File: src/rtl/mwm_pkg.sv
// Shared types, widths and constants of the mecanum wheel mixer.
// Used by every module of the mixer; depends on nothing else.
package mwm_pkg;

    localparam int WHEEL_COUNT = 4;
    localparam int SPEED_W     = 16;
    localparam int SUM_W       = 18;          // x +/- y +/- z, exact in Q.12
    localparam int GAIN_W      = 16;
    localparam int PROD_W      = 34;          // signed sum * gain
    localparam int MAG_W       = 33;          // magnitude of that product
    localparam int MVC_W       = 15;
    localparam int LOUT_W      = 15;
    localparam int QUO_W       = 15;
    localparam int NUM_W       = MAG_W + QUO_W;
    localparam int DIV_STEPS   = QUO_W;
    localparam int PLAIN_W     = 17;
    localparam int CMD_W       = 16;
    localparam int VEL_SHIFT   = 20;
    localparam int PCT_SHIFT   = 10;
    localparam int LIMIT_W     = MVC_W + VEL_SHIFT;

    localparam logic [LOUT_W-1:0]  PCT_LIMIT_OUT = 15'd16384;   // 1.0 in Q1.14
    localparam logic [LIMIT_W-1:0] PCT_LIMIT     = 35'd16777216; // 1.0 in Q.24
    localparam logic [PLAIN_W-1:0] Q_CLAMP       = 17'd65536;

    // Wheel sign patterns: a set bit negates that term for the wheel.
    localparam logic [WHEEL_COUNT-1:0] STRAFE_NEG = 4'b0110;
    localparam logic [WHEEL_COUNT-1:0] TURN_NEG   = 4'b0011;

    // Register map, word index on paddr[3:2].
    localparam int ADDR_W = 4;
    localparam logic [1:0] REG_MODE   = 2'd0;
    localparam logic [1:0] REG_VGAIN  = 2'd1;
    localparam logic [1:0] REG_MAXV   = 2'd2;
    localparam logic [1:0] REG_INVTOP = 2'd3;

    typedef struct packed {
        logic stop;
        logic vel;
    } ctl_t;

    typedef struct packed {
        logic                   valid;
        ctl_t                   ctl;
        logic [WHEEL_COUNT-1:0] neg;
    } mix_ctl_t;

    typedef struct packed {
        logic                                valid;
        logic                                stop;
        logic                                vel;
        logic                                norm;
        logic [WHEEL_COUNT-1:0]              neg;
        logic [WHEEL_COUNT-1:0][PLAIN_W-1:0] plain;
    } side_t;

    // Applies the sign and saturates to a 16-bit command.
    function automatic logic [CMD_W-1:0] sat_cmd(input logic neg,
                                                 input logic [PLAIN_W-1:0] q);
        logic [PLAIN_W-1:0] neg_q;
        logic [CMD_W-1:0]   r;
        neg_q = PLAIN_W'(0) - q;
        if (!neg) begin
            r = (q > 17'd32767) ? 16'h7FFF : q[CMD_W-1:0];
        end else begin
            r = (q > 17'd32768) ? 16'h8000 : neg_q[CMD_W-1:0];
        end
        return r;
    endfunction

endpackage

File: src/rtl/mwm_mix.sv
// Mixing front end: wheel sums, gain products and magnitudes in three stages.
// Depends on mwm_pkg.
module mwm_mix
    import mwm_pkg::*;
(
    input  logic                                aclk,
    input  logic                                aresetn,
    input  logic                                en,
    input  logic                                in_valid,
    input  ctl_t                                in_ctl,
    input  logic signed [SPEED_W-1:0]           strafe,
    input  logic signed [SPEED_W-1:0]           forward,
    input  logic signed [SPEED_W-1:0]           turn,
    input  logic [GAIN_W-1:0]                   gain,
    output mix_ctl_t                            out_ctl,
    output logic [WHEEL_COUNT-1:0][MAG_W-1:0]   out_mag
);

    logic signed [SUM_W-1:0]  sum_next  [WHEEL_COUNT];
    logic signed [SUM_W-1:0]  sum_reg   [WHEEL_COUNT];
    logic signed [PROD_W-1:0] prod_next [WHEEL_COUNT];
    logic signed [PROD_W-1:0] prod_reg  [WHEEL_COUNT];
    logic [WHEEL_COUNT-1:0][MAG_W-1:0] mag_next;
    logic [WHEEL_COUNT-1:0][MAG_W-1:0] mag_reg;
    logic [WHEEL_COUNT-1:0]   neg_next;
    logic [WHEEL_COUNT-1:0]   neg_reg;
    logic [2:0]               valid_reg;
    ctl_t                     ctl1_reg, ctl2_reg, ctl3_reg;

    always_comb begin
        logic signed [SUM_W-1:0]  xs, ys, zs;
        logic signed [PROD_W-1:0] gain_ext;
        logic [PROD_W-1:0]        abs_v;
        xs = SUM_W'(strafe);
        ys = SUM_W'(forward);
        zs = SUM_W'(turn);
        gain_ext = $signed({{(PROD_W-GAIN_W){1'b0}}, gain});
        for (int i = 0; i < WHEEL_COUNT; i++) begin
            sum_next[i] = (STRAFE_NEG[i] ? -xs : xs) + ys + (TURN_NEG[i] ? -zs : zs);
            prod_next[i] = PROD_W'(sum_reg[i]) * gain_ext;
            abs_v = prod_reg[i][PROD_W-1] ? (PROD_W'(0) - prod_reg[i]) : prod_reg[i];
            mag_next[i] = abs_v[MAG_W-1:0];
            neg_next[i] = prod_reg[i][PROD_W-1];
        end
    end

    always_ff @(posedge aclk) begin
        if (!aresetn) begin
            valid_reg <= '0;
        end else if (en) begin
            valid_reg <= {valid_reg[1:0], in_valid};
        end
    end

    always_ff @(posedge aclk) begin
        if (en) begin
            ctl1_reg <= in_ctl;
            ctl2_reg <= ctl1_reg;
            ctl3_reg <= ctl2_reg;
            for (int i = 0; i < WHEEL_COUNT; i++) begin
                sum_reg[i]  <= sum_next[i];
                prod_reg[i] <= prod_next[i];
            end
            mag_reg <= mag_next;
            neg_reg <= neg_next;
        end
    end

    assign out_ctl.valid = valid_reg[2];
    assign out_ctl.ctl   = ctl3_reg;
    assign out_ctl.neg   = neg_reg;
    assign out_mag       = mag_reg;

endmodule

File: config.mk
export PLATFORM = sky130hd
export DESIGN_NAME = mwm_mix
export DESIGN_NICKNAME = d
export VERILOG_FILES = /design/src/rtl/mwm_pkg.sv /design/src/rtl/mwm_mix.sv
export SDC_FILE = /design/constraint.sdc
export NUM_CORES = 2
export LEC_CHECK = 0
export BUFFER_PORTS_ARGS = -buffer_cell sky130_fd_sc_hd__buf_4
export CAP_MARGIN = 40
export CORE_ASPECT_RATIO = 2
export CORE_UTILIZATION = 50
export CTS_CLUSTER_DIAMETER = 50
export DETAILED_ROUTE_END_ITERATION = 10
export GPL_TIMING_DRIVEN = 0
export PLACE_DENSITY = 0.67
export SYNTH_ARGS = -nofsm -noshare
export SYNTH_HDL_FRONTEND = slang
export SYNTH_SLANG_ARGS = --single-unit
File: constraint.sdc
create_clock -name aclk -period 7.4 [get_ports aclk]
set_input_delay 0.37 -clock aclk [delete_from_list [all_inputs] [get_ports aclk]]
set_output_delay 0.37 -clock aclk [all_outputs]
set_load 0.05 [all_outputs]
# ---- Word level (Yosys, flattened, before mapping)
# Memories as Yosys holds them, arrays and structs flattened.
# Cells that the tools add are included.
dict set report word_totals {
  inputBits 70
  register_bits 145
  n_memories 2
  out_inout_bits 139
  ram_bits 208
  word_cells 36
}
dict set report op_classes {
  multipliers 4
  mux 6
  n_addsub 12
}
# name depth width rd rd_ports_with_merged_regs write_ports line
set mem_list {}
lappend mem_list {prod_reg 4 34 4 0 4 mwm_mix.sv:22} ;# logic signed [PROD_W-1:0] prod_reg [WHEEL_COUNT];
lappend mem_list {sum_reg 4 18 4 0 4 mwm_mix.sv:20} ;# logic signed [SUM_W-1:0] sum_reg [WHEEL_COUNT];
# cell n
set ops {}
lappend ops {{$mul A18 B17 Y34} 4}
lappend ops {{$mux W33} 4}
lappend ops {{$sub A1 B33 Y33 const A} 4}
lappend ops {{$add A18 B16 Y18} 2}
lappend ops {{$neg A16 Y18} 2}
lappend ops {{$add A17 B16 Y18} 1}
lappend ops {{$add A17 B18 Y18} 1}
lappend ops {{$add A18 B18 Y18} 1}
lappend ops {{$add A16 B16 Y17} 1}
lappend ops {{$mux W1} 2}

# ---- Longest topological paths before layout
dict set report logic_depth {
  word_depth 3
  mapped_depth 25
  ltp_nobuf 24
}

# ---- Least setup slack after synthesis
# Ideal clock, no wire load.
dict set report synth_timing {
  path_type {input to register}
  startpoint {input gain[8]}
  endpoint {memory prod_reg[1][33] (data pin)}
  arrival_ps 6516
  n_path_buf 2
  cell_stages 24
  setup_time_ps 158
  path_slack_ps 726
  t_required_ps 7242
  path_cell_list {clkbuf_1 clkbuf_1 nand2_1 fa_1 inv_1 fa_1 inv_1 fa_1 inv_1 fa_1 fa_1 inv_1 fa_1 inv_1 ha_1 and3_1 and2_1 a221oi_1 o21ai_1 o21ai_0 nor3_1 or4_1 a2111o_1 o211ai_1}
}
# element line
set synth_rtl {}
lappend synth_rtl {{from (decl)} mwm_mix.sv:14} ;# input logic [GAIN_W-1:0] gain,
lappend synth_rtl {{to (decl)} mwm_mix.sv:22}

==> run_results.csv <==
group,metric,value,unit
run_status,outcome,"finished, final reports clean",
finish,nets,8294,
sta,post-route-period-util,0.976,
logic_synthesis,synth.area.top_cells,"sky130_fd_sc_hd__fa_1, sky130_fd_sc_hd__edfxtp_1, sky130_fd_sc_hd__inv_1",
routing,vias,45186,
finish,layoutNonFillerInstCount,8206,
floorplanning,die_width,249,um
sta,final.min_clock_period,7.22,ns
worst_setup_path,critPathTopFamily,"adder cells",
worst_setup_path,critical_path_required,7.79,ns
routing,post_detailed_route_via_to_cell_ratio,5.51,
worst_setup_path,critPathLaunchType,"primary input",
floorplanning,placementRows,180,
logic_synthesis,synth-warning-count,0,
run,max-cap-violations,0,
finish,finish.utilization,0.556,
finish,share_of_post_route_cells_with_drive_strength_above_1,0.0713,
floorplanning,dieArea,123000,um2
worst_setup_path,crit_path_frequent_cell,"sky130_fd_sc_hd__fa_1",
finish,layout.filler_cells,10825,
finish,flow.area_growth_from_synthesis,10.1,%
placement,dpl.cell_count,8087,
worst_setup_path,critical-path-max-stage-delay,0.59,ns
routing,routed-wl-met3,11000,um
worst_setup_path,critical_path_cell_count,22,
sta,fmaxAchievable,138,MHz
routing,drcViolationCount,0,
logic_synthesis,most_frequent_cell_after_synthesis,"sky130_fd_sc_hd__inv_1",
worst_hold_path,hp-class,"in2reg",
grt,grt_start_max_net_pins,120,
routing,final_antenna_net_count,0,
sta,hold_violations,0,
worst_setup_path,worst-path-buf-inv,6,
logic_synthesis,synthesis.instances,6280,
placement,buffer_ports.inserted,192,
worst_setup_path,worst_setup_end_kind,"flip-flop",
worst_setup_path,critical_path.slowest_cell,"sky130_fd_sc_hd__clkbuf_1",
clock_tree,worst_skew_pair.late_latency,0.63,ns
logic_synthesis,library_cells_used_by_synthesis,78,
logic_synthesis,syn_nets,7955,
logic_synthesis,postSynthAreaPerCell,9.69,um2
logic_synthesis,yosys.area.top_type,"sky130_fd_sc_hd__fa_1",
routing,drtPass1Iterations,5,
finish,largest_register_ff_count,134,
floorplanning,initial_core_utilization,0.505,
worst_setup_path,reg2reg_depth,21,
clock_tree,cts-root-to-sink-buffers,3,
placement,dp_hpwl,168000,um
clock_tree,numClockSinks,347,
sta,max_slew.worst_pin.slew,0.987,ns
worst_setup_path,timing.critical_path.fanout_max,10,
routing,maxUsedRoutingLayer,"met5",
grt,first_pass_grt_wire_length,293000,um
grt,grt_remaining_overflow,0,
grt,first_global_vias,49282,
routing,starting_drt_drc_count,2757,
routing,met1Wirelength,62200,um
sta,whs,0.148,ns
routing,routed-wl-met2,102000,um
floorplanning,ios,209,
logic_synthesis,synth-seq-area-share,0.171,
logic_synthesis,netlist_area,60900,um2
grt,grt_antenna_before_repair,14,
sta,maxSlewViolCount,0,
logic_synthesis,async_reset_ff_frac,0,
sta,finalSetupViolCount,0,
clock_tree,tritoncts,"built",
routing,wirelength,197000,um
placement,place_area,65200,um2
logic_synthesis,postSynthRegisterBits,347,
floorplanning,floorplan.core_area,120000,um2
logic_synthesis,synth_commonest_cells,"sky130_fd_sc_hd__inv_1, sky130_fd_sc_hd__fa_1, sky130_fd_sc_hd__nand2_1",
worst_setup_path,arrival,7.62,ns
logic_synthesis,post-synth-top-area-fraction,0.380,
clock_tree,h-tree-depth,2,
grt,overall_global_routing_resource_usage,0.328,
worst_setup_path,worstPathCellList,"clkbuf_1 > clkbuf_1 > buf_8 > nand2_1 > fa_1 > inv_1 > fa_1 > fa_1 > fa_1 > fa_1 > inv_1 > fa_1 > inv_1 > ha_1 > and3_1 > a221oi_2 > o21ai_0 > o41ai_2 > a21oi_1 > a41oi_1 > nor2b_1 > xnor2_1",
sta,relSlewSlack,0.333,
worst_hold_path,worst_hold_path.num_cells,2,
sta,timing.clock.skew,0.0266,ns
logic_synthesis,synth-edff-count,344,
logic_synthesis,dominantRegCellSynth,"sky130_fd_sc_hd__edfxtp_1",
finish,finish.instance_area,67000,um2
clock_tree,cts-root-buf,"sky130_fd_sc_hd__clkbuf_16",
routing,wl_per_cell,24.0,um
clock_tree,numCtsBuffers,40,
floorplanning,dieHeight,495,um
worst_setup_path,worst-setup-path-type,"in2reg",
placement,gp_routability_congestion,1.00,
clock_tree,clkSlewWorstSetupHoldPaths,0.06,ns
==> logic make-up (layout without fill, tap and decap cells) <==
kind of cell / count (synthesis) / count (layout) / synth area share
adders and majority gates: 1605 / 1605 / 0.472
AOI/OAI and AO/OA: 580 / 580 / 0.0633
DFF: 347 / 347 / 0.171
buffers and inverters: 1732 / 2100 / 0.107
xor gates and xnor gates: 365 / 365 / 0.0525
other: 0 / 11 / 0
muxes: 5 / 5 / 0.000843
and+or+nand+nor: 1646 / 1646 / 0.133
==> metrics by stage <==
step,setup slack [ns],TNS (ns)
finish,0.178,0
global placement,-1.43,-32.60
global route,-0.00149,-0.00149
detailed placement,-0.946,-12.56
CTS,0.00572,0
floorplan,0.726,0
==> worst register-to-register path: cells and delay by family, from the launching register on <==
| family | cells | cell delay, ns |
|---|---|---|
| xor gates and xnor gates | 1 | 0.25 |
| buffers and inverters | 4 | 0.20 |
| DFF | 1 | 0.68 |
| adders and majority gates | 7 | 3.26 |
| and+or+nand+nor | 2 | 0.54 |
| AOI/OAI and AO/OA | 7 | 2.08 |
==> metal layers <==
layer	track usage	up-vias
met5	0	-
met4	0.308	6
met3	0.0482	798
met2	0.593	1665
met1	0.321	22909
li1	-	19808
==> cells in the final DEF, fill, tap and decap left out, drive strengths merged, types with 141 or more instances in the layout <==
cell    Yosys  final
xnor2     300    300
a21oi     141    141
fa       1154   1154
buf        11    312
ha        451    451
nand2     763    763
edfxtp    344    344
and2      475    475
clkbuf    209    244
inv      1512   1520
==> path summary, 6_finish.rpt <==
| check | start | endpoint | slack (ns) |
|---|---|---|---|
| max | gain[13] | prod_reg[2][31]$_DFFE_PP_ | 0.18 |
| min | turn[0] | sum_reg[3][0]$_DFFE_PP_ | 0.15 |
| max reg2reg | sum_reg[3][3]$_DFFE_PP_ | prod_reg[3][33]$_DFFE_PP_ | 0.19 |
| min reg2reg | ctl1_reg[0]$_DFFE_PP_ | ctl2_reg[0]$_DFFE_PP_ | 0.42 |
==> repair_timing <==
item,in CTS,in global routing
endpoints found under the hold margin,5,0
buffers inserted,3,30
hold buffers,4,0
pin swaps,0,1
gates resized for setup,42,97
endpoints found under the setup margin,10,10
==> final cells by class <==
class | count | area (um2) | share of cell area
antenna | 11 | 27.5 | 0.000411
tap | 1547 | 1940 | 0.0289
clock buffer | 44 | 1040 | 0.0155
multi-input combinational | 4201 | 44000 | 0.657
inverter | 1512 | 5680 | 0.0847
timing repair buffer | 298 | 2700 | 0.0403
sequential | 347 | 10400 | 0.155
clock inverter | 27 | 273 | 0.00407
buffer | 219 | 947 | 0.0141
Power is not shown: default switching activity piles up to over one toggle a cycle in this logic, so the estimate is an artifact.
